--- src/tfr_pkg.sv ---
// Shared types, codes and scaling helpers for the texel format expander.
// No dependencies; imported by every other file of the block.
package tfr_pkg;

   localparam int WordWidth = 32;
   localparam int ChanWidth = 8;
   localparam int TintWidth = 9;
   localparam int CsrIndexWidth = 3;
   localparam int CsrDataWidth = 9;

   localparam logic [TintWidth-1:0] TintOne = 9'd256;

   typedef enum logic [2:0] {
      FMT_RGBA32   = 3'd0,
      FMT_RGBA5551 = 3'd1,
      FMT_IA16     = 3'd2,
      FMT_IA8      = 3'd3,
      FMT_IA4      = 3'd4,
      FMT_I8       = 3'd5,
      FMT_I4       = 3'd6,
      FMT_PALETTE  = 3'd7
   } fmt_type;

   typedef enum logic [CsrIndexWidth-1:0] {
      CSR_FORMAT     = 3'd0,
      CSR_RAW_LOAD   = 3'd1,
      CSR_TINT_RED   = 3'd2,
      CSR_TINT_GREEN = 3'd3,
      CSR_TINT_BLUE  = 3'd4,
      CSR_TINT_ALPHA = 3'd5
   } csr_index_type;

   typedef struct packed {
      fmt_type                fmt;
      logic                   raw_load;
      logic [TintWidth-1:0]   tint_red;
      logic [TintWidth-1:0]   tint_green;
      logic [TintWidth-1:0]   tint_blue;
      logic [TintWidth-1:0]   tint_alpha;
   } cfg_type;

   typedef struct packed {
      logic [ChanWidth-1:0] red;
      logic [ChanWidth-1:0] green;
      logic [ChanWidth-1:0] blue;
      logic [ChanWidth-1:0] alpha;
      logic                 unsupported;
      logic                 last_of_item;
      logic                 last_of_image;
   } pix_type;

   // f*255/31 rounded down: 8f plus floor(7f/31), the latter by reciprocal
   function automatic logic [7:0] scale5(input logic [4:0] f);
      logic [7:0]  x;
      logic [16:0] p;
      x = 8'({3'b000, f} * 8'd7);
      p = 17'({9'd0, x} * 17'd265);
      return 8'({f, 3'b000} + {5'd0, p[15:13]});
   endfunction

   // i*255/7 rounded down: 36i plus floor(3i/7), the latter by reciprocal
   function automatic logic [7:0] scale3(input logic [2:0] i);
      logic [4:0] y;
      logic [9:0] p;
      y = 5'({2'b00, i} * 5'd3);
      p = 10'({5'd0, y} * 10'd37);
      return 8'({5'd0, i} * 8'd36 + {6'd0, p[9:8]});
   endfunction

endpackage

--- src/tfr_csr.sv ---
// Configuration register file: format, raw-load flag and four tint factors.
// Depends on tfr_pkg.
module tfr_csr (
   input  logic                                clock,
   input  logic                                reset,
   input  logic                                csr_valid,
   output logic                                csr_ready,
   input  logic [tfr_pkg::CsrIndexWidth-1:0]   csr_index,
   input  logic [tfr_pkg::CsrDataWidth-1:0]    csr_wdata,
   output tfr_pkg::cfg_type                    cfg
);
   import tfr_pkg::*;

   cfg_type cfg_ff;
   cfg_type cfg_in;

   assign csr_ready = 1'b1;
   assign cfg = cfg_ff;

   always_comb begin
      cfg_in = cfg_ff;
      if (csr_valid) begin
         case (csr_index_type'(csr_index))
            CSR_FORMAT:     cfg_in.fmt = fmt_type'(csr_wdata[2:0]);
            CSR_RAW_LOAD:   cfg_in.raw_load = csr_wdata[0];
            CSR_TINT_RED:   cfg_in.tint_red = csr_wdata;
            CSR_TINT_GREEN: cfg_in.tint_green = csr_wdata;
            CSR_TINT_BLUE:  cfg_in.tint_blue = csr_wdata;
            CSR_TINT_ALPHA: cfg_in.tint_alpha = csr_wdata;
            default:        cfg_in = cfg_ff;
         endcase
      end
   end

   always_ff @(posedge clock) begin
      if (reset) begin
         cfg_ff.fmt        <= FMT_RGBA32;
         cfg_ff.raw_load   <= 1'b0;
         cfg_ff.tint_red   <= TintOne;
         cfg_ff.tint_green <= TintOne;
         cfg_ff.tint_blue  <= TintOne;
         cfg_ff.tint_alpha <= TintOne;
      end else begin
         cfg_ff <= cfg_in;
      end
   end

endmodule

--- src/tfr_expand.sv ---
// Format decode: unpacks one pixel of a held word into 8-bit RGBA channels.
// Depends on tfr_pkg.
module tfr_expand (
   input  tfr_pkg::cfg_type                 cfg,
   input  logic [tfr_pkg::WordWidth-1:0]    word,
   input  logic                             last_word,
   input  logic                             sel,
   output tfr_pkg::pix_type                 pix
);
   import tfr_pkg::*;

   logic [7:0] hi;
   logic [7:0] lo;
   logic [3:0] nib;
   logic [7:0] nib17;
   logic [7:0] ia4_i;
   logic [7:0] ia4_a;
   logic       two_pixel;

   assign hi = word[15:8];
   assign lo = word[7:0];
   // high nibble first
   assign nib = sel ? lo[3:0] : lo[7:4];
   assign nib17 = {nib, nib};
   assign ia4_i = scale3(nib[3:1]);
   assign ia4_a = {8{nib[0]}};

   assign two_pixel = !cfg.raw_load && (cfg.fmt inside {FMT_IA4, FMT_I4});

   always_comb begin
      pix.unsupported   = 1'b0;
      pix.last_of_item  = !two_pixel || sel;
      pix.red   = word[31:24];
      pix.green = word[23:16];
      pix.blue  = word[15:8];
      pix.alpha = word[7:0];
      if (cfg.fmt == FMT_PALETTE) begin
         pix.red = '0;
         pix.green = '0;
         pix.blue = '0;
         pix.alpha = '0;
         pix.unsupported = 1'b1;
         pix.last_of_item = 1'b1;
      end else if (!cfg.raw_load) begin
         case (cfg.fmt)
            FMT_RGBA5551: begin
               pix.red   = scale5(hi[7:3]);
               pix.green = scale5({hi[2:0], lo[7:6]});
               pix.blue  = scale5(lo[5:1]);
               pix.alpha = {8{lo[0]}};
            end
            FMT_IA16: begin
               pix.red = hi;
               pix.green = hi;
               pix.blue = hi;
               pix.alpha = lo;
            end
            FMT_IA8: begin
               pix.red = {lo[7:4], lo[7:4]};
               pix.green = {lo[7:4], lo[7:4]};
               pix.blue = {lo[7:4], lo[7:4]};
               pix.alpha = {lo[3:0], lo[3:0]};
            end
            FMT_IA4: begin
               pix.red = ia4_i;
               pix.green = ia4_i;
               pix.blue = ia4_i;
               pix.alpha = ia4_a;
            end
            FMT_I8: begin
               pix.red = lo;
               pix.green = lo;
               pix.blue = lo;
               pix.alpha = lo;
            end
            FMT_I4: begin
               pix.red = nib17;
               pix.green = nib17;
               pix.blue = nib17;
               pix.alpha = nib17;
            end
            default: begin
               pix.red = word[31:24];
            end
         endcase
      end
      pix.last_of_image = pix.last_of_item && last_word;
   end

endmodule

--- src/tfr_tint.sv ---
// Tint stage: multiplies each channel by its Q1.8 factor and saturates.
// Depends on tfr_pkg.
module tfr_tint (
   input  tfr_pkg::cfg_type  cfg,
   input  tfr_pkg::pix_type  pix_in,
   output tfr_pkg::pix_type  pix_out
);
   import tfr_pkg::*;

   function automatic logic [ChanWidth-1:0] tint(input logic [ChanWidth-1:0] v,
                                                 input logic [TintWidth-1:0] t);
      logic [ChanWidth+TintWidth-1:0] p;
      p = (ChanWidth+TintWidth)'({{TintWidth{1'b0}}, v} * {{ChanWidth{1'b0}}, t});
      return p[ChanWidth+TintWidth-1] ? {ChanWidth{1'b1}} : p[ChanWidth+TintWidth-2:8];
   endfunction

   always_comb begin
      pix_out = pix_in;
      pix_out.red   = tint(pix_in.red, cfg.tint_red);
      pix_out.green = tint(pix_in.green, cfg.tint_green);
      pix_out.blue  = tint(pix_in.blue, cfg.tint_blue);
      pix_out.alpha = tint(pix_in.alpha, cfg.tint_alpha);
   end

endmodule

--- src/texel_format_to_rgba8_core.sv ---
// Texel format expander with tint. Each accepted word is held in an input
// register and turned into RGBA8888 pixels by one combinational pass that
// lands in the result register. Outside raw load, 4bpp formats (IA4, I4) give
// two pixels per word, high nibble first, and hold the input register until
// the second pixel goes; else a word gives one pixel and is taken every cycle
// unless the result side stalls. Throughput is set by the single result
// register: one pixel per cycle while rsp_ready is high. Pixels pass the
// input register, then the result register. Configuration writes take effect
// at once and are meant to happen only while idle.
// Depends on tfr_pkg, tfr_csr, tfr_expand and tfr_tint.
module texel_format_to_rgba8_core (
   input  logic                                clock,
   input  logic                                reset,
   input  logic                                req_valid,
   output logic                                req_ready,
   input  logic [tfr_pkg::WordWidth-1:0]       req_texel_word,
   input  logic                                req_last_word,
   output logic                                rsp_valid,
   input  logic                                rsp_ready,
   output logic [tfr_pkg::ChanWidth-1:0]       rsp_red,
   output logic [tfr_pkg::ChanWidth-1:0]       rsp_green,
   output logic [tfr_pkg::ChanWidth-1:0]       rsp_blue,
   output logic [tfr_pkg::ChanWidth-1:0]       rsp_alpha,
   output logic                                rsp_unsupported,
   output logic                                rsp_last_of_item,
   output logic                                rsp_last_of_image,
   input  logic                                csr_valid,
   output logic                                csr_ready,
   input  logic [tfr_pkg::CsrIndexWidth-1:0]   csr_index,
   input  logic [tfr_pkg::CsrDataWidth-1:0]    csr_wdata
);
   import tfr_pkg::*;

   cfg_type cfg;

   logic                 s1_valid_ff, s1_valid_in;
   logic [WordWidth-1:0] s1_word_ff, s1_word_in;
   logic                 s1_last_ff, s1_last_in;
   logic                 s1_sel_ff, s1_sel_in;
   logic                 out_valid_ff, out_valid_in;
   pix_type              out_pix_ff, out_pix_in;

   pix_type pix_raw;
   pix_type pix_tinted;
   logic    advance;
   logic    word_done;
   logic    req_fire;

   tfr_csr u_csr (
      .clock     (clock),
      .reset     (reset),
      .csr_valid (csr_valid),
      .csr_ready (csr_ready),
      .csr_index (csr_index),
      .csr_wdata (csr_wdata),
      .cfg       (cfg)
   );

   tfr_expand u_expand (
      .cfg       (cfg),
      .word      (s1_word_ff),
      .last_word (s1_last_ff),
      .sel       (s1_sel_ff),
      .pix       (pix_raw)
   );

   tfr_tint u_tint (
      .cfg     (cfg),
      .pix_in  (pix_raw),
      .pix_out (pix_tinted)
   );

   // advance a pixel whenever the result register is free or being drained
   assign advance   = s1_valid_ff && (!out_valid_ff || rsp_ready);
   assign word_done = advance && pix_raw.last_of_item;
   assign req_ready = !s1_valid_ff || word_done;
   assign req_fire  = req_valid && req_ready;

   always_comb begin
      s1_valid_in = s1_valid_ff;
      s1_word_in  = s1_word_ff;
      s1_last_in  = s1_last_ff;
      s1_sel_in   = s1_sel_ff;
      if (req_fire) begin
         s1_valid_in = 1'b1;
         s1_word_in  = req_texel_word;
         s1_last_in  = req_last_word;
         s1_sel_in   = 1'b0;
      end else if (word_done) begin
         s1_valid_in = 1'b0;
      end else if (advance) begin
         // first nibble sent; hold the word for the second
         s1_sel_in = 1'b1;
      end
   end

   always_comb begin
      out_valid_in = out_valid_ff;
      out_pix_in   = out_pix_ff;
      if (advance) begin
         out_valid_in = 1'b1;
         out_pix_in   = pix_tinted;
      end else if (rsp_ready) begin
         out_valid_in = 1'b0;
      end
   end

   always_ff @(posedge clock) begin
      if (reset) begin
         s1_valid_ff  <= 1'b0;
         s1_sel_ff    <= 1'b0;
         out_valid_ff <= 1'b0;
      end else begin
         s1_valid_ff  <= s1_valid_in;
         s1_sel_ff    <= s1_sel_in;
         out_valid_ff <= out_valid_in;
      end
   end

   always_ff @(posedge clock) begin
      s1_word_ff <= s1_word_in;
      s1_last_ff <= s1_last_in;
      out_pix_ff <= out_pix_in;
   end

   assign rsp_valid         = out_valid_ff;
   assign rsp_red           = out_pix_ff.red;
   assign rsp_green         = out_pix_ff.green;
   assign rsp_blue          = out_pix_ff.blue;
   assign rsp_alpha         = out_pix_ff.alpha;
   assign rsp_unsupported   = out_pix_ff.unsupported;
   assign rsp_last_of_item  = out_pix_ff.last_of_item;
   assign rsp_last_of_image = out_pix_ff.last_of_image;

endmodule

--- config.mk ---
export PLATFORM = sky130hd
export DESIGN_NAME = texel_format_to_rgba8_core
export DESIGN_NICKNAME = d
export VERILOG_FILES = /design/src/tfr_pkg.sv /design/src/tfr_csr.sv /design/src/tfr_expand.sv /design/src/tfr_tint.sv /design/src/texel_format_to_rgba8_core.sv
export SDC_FILE = /design/constraint.sdc
export NUM_CORES = 1
export LEC_CHECK = 0
export BUFFER_PORTS_ARGS = -buffer_cell sky130_fd_sc_hd__buf_2
export CAP_MARGIN = 10
export CELL_PAD_IN_SITES_DETAIL_PLACEMENT = 1
export CELL_PAD_IN_SITES_GLOBAL_PLACEMENT = 2
export CORE_UTILIZATION = 25
export DETAILED_ROUTE_END_ITERATION = 8
export GPL_ROUTABILITY_DRIVEN = 0
export PLACE_DENSITY_LB_ADDON = 0.12
export SYNTH_ARGS = -nofsm -noshare
export SYNTH_HDL_FRONTEND = slang
export SYNTH_SLANG_ARGS = --single-unit
export TNS_END_PERCENT = 100
--- constraint.sdc ---
create_clock -name clock -period 12.4 [get_ports clock]
set_input_delay 2.48 -clock clock [delete_from_list [all_inputs] [get_ports clock]]
set_output_delay 2.48 -clock clock [all_outputs]
set_load 0.005 [all_outputs]
# == Yosys cells after proc, flatten, opt, wreduce, memory -nomap -nowiden ==
# Index checks and enable logic that the tools add are counted.
# word_totals
n_memories,0
regBits,111
rom_bits,0
latchBits,0
ram_bits,0
output_inout_bits,38
inputBits,50
word_cells,82
# op_classes
order_cmp,0
reduce_logical,24
eq_ne,12
n_div,0
multipliers,13
add_sub_neg,4
shift,0
bitwise,1
mux,10
# op_table
op,count
$pmux W24 S6,1
$mul A8 B9 Y17,4
$mux W32,2
$mul A8 B9 Y16 const B,3
$pmux W8 S6,1
$add A8 B3 Y8,3
$mul A5 B3 Y8 const B,3
$eq A3 B3 Y1 const B,6
$reduce_and A2 Y1,7
$eq A3 B2 Y1 const B,4
$mul A5 B6 Y10 const B,1
$add A8 B2 Y8,1
$eq A3 B1 Y1 const B,2
$mul A3 B4 Y6 const B,1
$reduce_bool A2 Y1,3
$logic_and A1 B1 Y1,5
$mul A3 B2 Y5 const B,1
$logic_not A1 Y1,4
$mux W1,4
$mux W4,1
$logic_not A3 Y1,1
$logic_or A1 B1 Y1,3
$mux W2,1
$reduce_or A2 Y1,1
$not A1 Y1,1

# == Longest topological paths before layout ==
# Gate-level depths: netlist of the first run.
# depth
ltp_word,10
depth_mapped,42
mapped_depth_nobuf,42

# == By module ==
# A second synthesis of the first run with hierarchy kept.
# hier_totals
cells_unflattened,1679
hier_area_um2,16165.5
# modules_own_cells
mod,seq_area_each_um2,cells_each,n_inst,area_per_inst_um2
tfr_tint,0.0,987,1,8739.6
tfr_expand,0.0,459,1,3609.7
texel_format_to_rgba8_core,2102.0,84,1,2179.6
tfr_csr,800.8,149,1,1636.6

# == Worst setup path before layout of the first run ==
# No wires, ideal clock.
# synth_path
path_kind,register to register
start,register s1_word_ff[3]
end,"register out_pix_ff (netlist bit rsp_blue[5]), data pin"
t_arrival_ns,8.719
path_slack_ns,3.402
path_buffers,0
synth_period_minus_slack_ns,8.998
setup_time_ns,0.279
required_ns,12.121
path_stages_with_launch,40
path_cell_list,edfxtp_1 > fa_1 > ha_1 > a21o_1 > a21oi_1 > nor2b_1 > o21ai_0 > nand2b_1 > ha_1 > inv_1 > fa_1 > inv_1 > ha_1 > ha_1 > nand2_1 > o41ai_1 > a22o_1 > a21oi_1 > [4 not listed] > and2_1 > fa_1 > inv_1 > fa_1 > inv_1 > fa_1 > inv_1 > fa_1 > inv_1 > ha_1 > o21a_1 > o211ai_1 > o21ai_0 > or2_2 > o31ai_2 > a21oi_1 > o21ai_0 > nand3_1
# synth_via
elab_chain_cells,8
word_cells_on_any_way,12
classes_between,add/sub (2); mul (6); mux (4)
# synth_lines
item,line_no,text
"start, declared",texel_format_to_rgba8_core.sv:37,"logic [WordWidth-1:0] s1_word_ff, s1_word_in;"
"start signal, assigned",texel_format_to_rgba8_core.sv:121,s1_word_ff <= s1_word_in;
"parallel branches: the longest is 4 deep, another holds $mul A8 B9 Y16",-,
$pmux W24 S6 (*),tfr_expand.sv:45,case (cfg.fmt)
$mux W32 (*),tfr_expand.sv:44,end else if (!cfg.raw_load) begin
$mux W32 (*),tfr_expand.sv:37,if (cfg.fmt == FMT_PALETTE) begin
$mul A8 B9 Y17 (*),tfr_tint.sv:13,"p = (ChanWidth+TintWidth)'({{TintWidth{1'b0}}, v} * {{ChanWidth{1'b0}}, t});"
"end signal, assigned",texel_format_to_rgba8_core.sv:123,out_pix_ff <= out_pix_in;
"end, declared",texel_format_to_rgba8_core.sv:41,"pix_type out_pix_ff, out_pix_in;"
# Mark *: on every way between the ends.
# A chain may end at the register's enable or synchronous reset.

# == Worst setup path after layout of the first run ==
# layout_path
start,register s1_word_ff[8]
end,"register out_pix_ff (netlist bit rsp_green[6]), data pin"
# layout_via
elab_chain_cells,7
# layout_lines
item,line_no,text
$mul A5 B3 Y8,tfr_pkg.sv:56,"x = 8'({3'b000, f} * 8'd7);"
$mul A8 B9 Y16,tfr_pkg.sv:57,"p = 17'({9'd0, x} * 17'd265);"
$add A8 B3 Y8,tfr_pkg.sv:58,"return 8'({f, 3'b000} + {5'd0, p[15:13]});"
$pmux W24 S6 (*),tfr_expand.sv:45,
$mux W32 (*),tfr_expand.sv:44,
$mux W32 (*),tfr_expand.sv:37,
$mul A8 B9 Y17 (*),tfr_tint.sv:13,
# Mark *: on every way between the ends. The rest lies on a longest branch, timed or not.

==> impl_metrics.tcl, run 1 <==
set metrics [dict create \
    status "completed" \
    synth.cells.most_frequent "inv_1 (249), ha_1 (233), nand2_1 (221), fa_1 (183), and2_1 (160)" \
    cp_slowest_cell "edfxtp_1" \
    swShare_pct 39.71 \
    pwr-share-clk_pct 24.7 \
    pin_count 88 \
    power.density_nw_per_um2 75.50 \
    drv_slew 0 \
    maxCapViolCount 0 \
    core_um2 62970 \
    grt-ovfl-total 0 \
    final_util_pct 27.99 \
    timing_worst_setup_path_type "reg2reg" \
    hold_buffers 0 \
    startpoint_type "flip-flop" \
    cts-root-buf "clkbuf_16" \
    grt_use_total_pct 16.00 \
    postRouteAntennaNets 0 \
    finalSetupViolCount 0 \
    dp_slack_ns 1.785 \
    drc 0 \
    ctsResizeCount 0 \
    pwr-share-comb_pct 42.0 \
    max_freq_mhz 94.68 \
    vias 12240 \
    switchingPower_uw 528.5 \
    peakVddDrop_mv 0.06698 \
    drt-pass1-iter-count 5 \
    grt_pass1_wl_um 78610 \
    synth_area_leader_cell "fa_1" \
    grt_max_degree 44 \
    post-cts-setup-buffer-count 0 \
    grt_pass1_vias 13680 \
    routed_wl_um 49010 \
    cts_tree "done" \
    drive_gt1_share_pct 8.250 \
    die_w_um 254.1 \
    drt_iter0_markers 386 \
    worstSetupStartpoint "s1_word_ff[8]$_DFFE_PP_" \
    critical_path_peak_fanout 9 \
    synthesis.area_um2 15890 \
    ys_seq_area_share_pct 18.27 \
    pwr-share-seq_pct 33.3 \
    fp-row-count 92 \
    synth_top_area_share_pct 23.06 \
    initial_core_util_pct 25.23 \
    worst_slack_ns 1.838 \
    worst_slew_pin_slew_ns 1.121 \
    antenna_found_initial 0 \
    ys_top_cells_by_area "fa_1 (23%), ha_1 (18%), edfxtp_1 (13%)" \
    dpl.hpwl_um 39880 \
    rsz0062_at_grt "no" \
    viasPerCell 4.615 \
    yosysMostFrequentCell "inv_1" \
    cp.required_ns 12.54 \
    path_clk_slew_ns 0.09 \
    dieArea_um2 64560 \
    hold_violations 0 \
    clkLatencyLatePin_ns 0.40 \
    period_share_pct 85.18 \
    final_nets 2267 \
    diodes 0 \
    synthFlopType "edfxtp_1" \
    synthArstFlopShare_pct 0 \
    ys_seq_elements 111 \
    syn2layout_area_growth_pct 10.96 \
    ys_types 87 \
    die_y_um 254.1 \
    fin_skew_ns 0.01738 \
    relSlewSlack_pct 25.26 \
    period_needed_ns 10.56 \
    r2r_start "s1_word_ff[8]$_DFFE_PP_" \
    ys_warn_count 0 \
    cts_sinks 111 \
    p_leak_uw 0.008334 \
    avgSynthCellArea_um2 9.146 \
    wl_per_cell_um 18.48 \
    clockBufferDepth 2 \
    fin_tns_setup_ns 0 \
    max_stage_delay_ns 0.66 \
    nFillCells 7332 \
    internal_power_uw 802.4 \
    arrival_ns 10.70 \
    syn-num-nets 2203 \
    syn_inst 1737 \
    hp-start "s1_valid_ff$_SDFFE_PP0P_" \
    synth-edff-count 68 \
    cts_max_level 3 \
    port_buffers 86 \
    hold_path_class "reg2reg" \
    numCtsBuffers 9 \
    cp-end-kind "flip-flop" \
]
-- per-stage QoR --
stage / instance area, µm² / hold WS, ns / total power [µW] / cells
3_5_place_dp: 17320 / 0.4892 / 1024 / 2636
6_report: 17630 / 0.5115 / 1331 / 2652
3_3_place_gp: 17320 / 0.4843 / 1013 / 2636
2_1_floorplan: 15890 / 0.4484 / 838.4 / 1737
4_1_cts: 17630 / 0.5148 / 1370 / 2652
5_1_grt: 17630 / 0.5496 / 1459 / 2652
-- registers in the layout, summed over array words and instances, names as in the netlist --
name / flops
rsp_green: 8
rsp_blue: 8
s1_valid_ff: 1
rsp_unsupported: 1
rsp_red: 8
rsp_last_of_item: 1
rsp_valid: 1
rsp_last_of_image: 1
s1_last_ff: 1
s1_word_ff: 32
u_csr.cfg: 40
rsp_alpha: 8
s1_sel_ff: 1
-- layout make-up --
cell class	count	area (µm²)	share of cell area (%)
multi-input combinational	1326	11860	67.28
sequential	111	2903	16.47
tap	846	1059	6.005
inverter	250	940.9	5.338
timing repair buffer	103	558.0	3.166
clock buffer	10	250.2	1.420
clock inverter	6	57.56	0.3265
-- worst max-delay path, delay by kind of cell, from the launching register on --
kind | cells | cell delay [ns]
buf+inv | 6 | 0.36
simple gates | 7 | 1.26
flops | 1 | 0.66
compound gates | 13 | 3.06
fa+ha+maj | 11 | 4.36
mux | 1 | 0.19
xor+xnor | 2 | 0.37
-- cell families after synthesis --
| kind of cell | share of synthesized area [%] |
|---|---|
| flip-flops | 18.27 |
| AND/OR/NAND/NOR | 18.85 |
| AO/OA/AOI/OAI | 10.49 |
| multiplexers | 1.173 |
| other | 0.02360 |
| adder cells (fa/ha/maj) | 41.54 |
| XOR/XNOR | 2.418 |
| buffers and inverters | 7.230 |
-- power by group through the flow --
stage | Combinational (µW) | Clock [µW] | Sequential [µW]
after global placement | 560 | 0 | 453
after global routing | 656 | 355 | 448
final | 559 | 328 | 444
after detailed placement | 571 | 0 | 453
after CTS | 576 | 349 | 445
after floorplan | 398 | 0 | 441
-- worst paths after layout --
| kind | to | slack [ns] | cells past startpoint |
|---|---|---|---|
| max | rsp_green[6]$_SDFFCE_PP1P_ | 1.84 | 40 |
| min | rsp_valid$_SDFFE_PP0P_ | 0.51 | 2 |
| min reg2reg | rsp_valid$_SDFFE_PP0P_ | 0.51 | 2 |
| max reg2reg | rsp_green[6]$_SDFFCE_PP1P_ | 1.84 | 40 |
-- cells in the final DEF (no fill, tap or decap), types with 3 or more instances in the layout --
cell type / count
o21bai_1: 4
o211ai_1: 9
and2_1: 159
buf_4: 17
dfxtp_1: 43
inv_1: 249
mux2_2: 3
and3_1: 6
nand3b_1: 7
a31oi_1: 7
nand2_1: 221
a211oi_1: 15
fa_1: 183
nand3_1: 17
a211o_1: 3
edfxtp_1: 68
inv_6: 4
ha_1: 233
nor2b_1: 17
nor4_1: 6
nor2_1: 75
a22o_1: 5
xor2_1: 17
o21a_1: 9
a22oi_1: 3
nand4_1: 10
nor3_1: 18
a21o_1: 18
clkbuf_16: 10
o21ai_0: 48
buf_2: 86
mux2i_1: 13
xnor2_1: 25
or2_2: 5
or4_1: 3
a2111oi_0: 3
nor4b_1: 5
nand2b_1: 19
a221oi_1: 5
a21oi_1: 89
-- per-layer routing --
metal / up-vias / routed length (µm) / track usage (%)
met2: 116 / 23980 / 28.08
met4: 0 / 879 / 3.683
met3: 32 / 1041 / 2.130
met5: - / 0 / 0
met1: 6225 / 23110 / 20.65
li1: 5865 / - / -
(Power assumes the default switching activity.)
==> inputs of run 2 (changes only) <==
Settings changed: ABC_AREA from default to 1, CORE_UTILIZATION 25 to 38, CTS_CLUSTER_DIAMETER from default to 50.
==> impl_metrics.tcl, run 2 <==
set metrics [dict create \
    fin_skew_ns 0.02008 \
    final_nets 2639 \
    hold_buffers 0 \
    viasPerCell 5.195 \
    crit_top_cell "inv_1" \
    ys_top_cells_by_area "fa_1 (22%), ha_1 (18%), edfxtp_1 (12%)" \
    rsz0062_at_grt "no" \
    grt_pass1_wl_um 81190 \
    grt_pass1_vias 15310 \
    postRouteAntennaNets 0 \
    critical_path_peak_fanout 8 \
    antenna_found_initial 2 \
    p_leak_uw 0.009108 \
    clockBufferDepth 2 \
    relSlewSlack_pct 31.12 \
    fp-row-count 75 \
    final_common_cell "nand2_1" \
    ys_warn_count 0 \
    synth_area_leader_cell "fa_1" \
    avgSynthCellArea_um2 7.821 \
    hold_violations 0 \
    grt-ovfl-total 0 \
    drive_gt1_share_pct 7.392 \
    grt_max_degree 39 \
    synthArstFlopShare_pct 0 \
    cts_sinks 111 \
    numCtsBuffers 9 \
    worstSetupStartpoint "s1_word_ff[13]$_DFFE_PP_" \
    cp-end-kind "flip-flop" \
    syn_inst 2091 \
    synth.cells.most_frequent "nand2_1 (413), inv_1 (397), nor2_1 (258), ha_1 (233), fa_1 (183)" \
    dieArea_um2 43870 \
    core_um2 42230 \
    die_w_um 209.5 \
    period_needed_ns 8.934 \
    worst_slew_pin_slew_ns 1.031 \
    synth-edff-count 68 \
    cp.required_ns 12.54 \
    period_share_pct 72.05 \
    vias 14120 \
    timing_worst_setup_path_type "reg2reg" \
    ys_seq_area_share_pct 17.75 \
    drc 0 \
    grt_use_total_pct 23.79 \
    clkLatencyLatePin_ns 0.40 \
    path_clk_slew_ns 0.09 \
    whs_ns 0.5249 \
    cts_max_level 3 \
    cts-root-buf "clkbuf_16" \
    max_freq_mhz 111.9 \
    max_stage_delay_ns 0.57 \
    r2r_start "s1_word_ff[13]$_DFFE_PP_" \
    largest_reg_flops 40 \
    hold_path_class "reg2reg" \
    syn2layout_area_growth_pct 8.423 \
    diodes 0 \
    hp-start "u_csr.cfg[36]$_SDFFE_PP0P_" \
    dp_slack_ns 3.466 \
    wl_per_cell_um 18.15 \
    final_util_pct 41.99 \
    cts_tree "done" \
    worst_slack_ns 3.466 \
    maxCapViolCount 0 \
    synthFlopType "edfxtp_1" \
    power.density_nw_per_um2 91.50 \
    post-cts-setup-buffer-count 0 \
    finalSetupViolCount 0 \
    initial_core_util_pct 38.73 \
    status "completed" \
    nFillCells 5246 \
    startpoint_type "flip-flop" \
    drt_iter0_markers 649 \
    cp_slowest_cell "fa_1" \
    ys_types 47 \
    synth_top_area_share_pct 22.40 \
    drt-pass1-iter-count 4 \
    drv_slew 0 \
    fin_tns_setup_ns 0 \
    final_cell_mix "nand2_1 (413), inv_1 (397), nor2_1 (257), ha_1 (233), fa_1 (183)" \
    syn-num-nets 2557 \
    yosysMostFrequentCell "nand2_1" \
    peakVddDrop_mv 0.05348 \
    pin_count 88 \
    routed_wl_um 49310 \
    port_buffers 86 \
    dpl.hpwl_um 42080 \
    ys_seq_elements 111 \
    synthesis.area_um2 16350 \
    arrival_ns 9.08 \
    ctsResizeCount 0 \
    die_y_um 209.5 \
]
-- run 2: changes by cell type in the layout (fill, tap and decap cells not counted), sizes merged, moves of 14 or more --
cell	previous run	this run
a21oi	89	125
nand2	221	433
nor2b	18	0
mux2i	14	0
nand2b	19	0
nand3	17	103
a21o	18	3
o21ai	50	99
inv	255	410
nor2	76	265
and2	161	4
-- run 2: path summary, 6_finish.rpt --
kind | slack (ns) | to | depth (start not counted)
setup / recovery | 3.47 | rsp_red[0]$_SDFFCE_PP1P_ | 40
hold / removal | 0.52 | u_csr.cfg[36]$_SDFFE_PP0P_ | 2
setup reg to reg | 3.47 | rsp_red[0]$_SDFFCE_PP1P_ | 40
hold reg to reg | 0.52 | u_csr.cfg[36]$_SDFFE_PP0P_ | 2
-- run 2: area by class of cell --
| cell class | instances | area (µm²) | share of cell area (%) |
|---|---|---|---|
| clock buffers | 11 | 264.0 | 1.489 |
| clock inverters | 5 | 47.55 | 0.2681 |
| inverters | 407 | 1528 | 8.616 |
| multi-input cells | 1554 | 11860 | 66.86 |
| flip-flops and latches | 111 | 2903 | 16.37 |
| well taps | 539 | 674.4 | 3.803 |
| repair buffers | 90 | 460.4 | 2.597 |
-- run 2: per-stage QoR --
step / total power, µW / area [µm²] / instances
6_report: 1623 / 17730 / 2717
5_1_grt: 1784 / 17730 / 2717
4_1_cts: 1652 / 17730 / 2717
3_5_place_dp: 1308 / 17420 / 2701
3_3_place_gp: 1283 / 17420 / 2701
2_1_floorplan: 1055 / 16350 / 2091
-- run 2: cells by family after synthesis --
family                     after synthesis  share of synthesized area (%)
other                                    1                        0.02293
xor gates and xnor gates                23                          1.232
DFF                                    111                          17.75
adders and majority gates              416                          40.23
and+or+nand+nor                        845                          21.80
buffers and inverters                  426                          9.907
AOI/OAI and AO/OA                      269                          9.066
-- run 2: report_power, final --
part | switching (µW) | internal (µW)
clock network | 172 | 158
logic | 536 | 306
registers | 20.2 | 430
total | 728 | 894
-- run 2: critical path: cells and delay by family, from the launching register on --
family / cells / cell delay [ns]
AO/OA/AOI/OAI: 9 / 2.07
adder cells (fa/ha/maj): 11 / 4.37
buffers and inverters: 9 / 0.54
flip-flops: 1 / 0.53
AND/OR/NAND/NOR: 11 / 1.16
-- run 2: per-layer routing --
layer / vias up / track usage [%] / wire (µm)
met5: - / 0 / 0
met2: 156 / 41.94 / 24060
met3: 42 / 2.529 / 1097
met4: 0 / 5.059 / 760
met1: 7114 / 31.42 / 23390
li1: 6804 / - / -
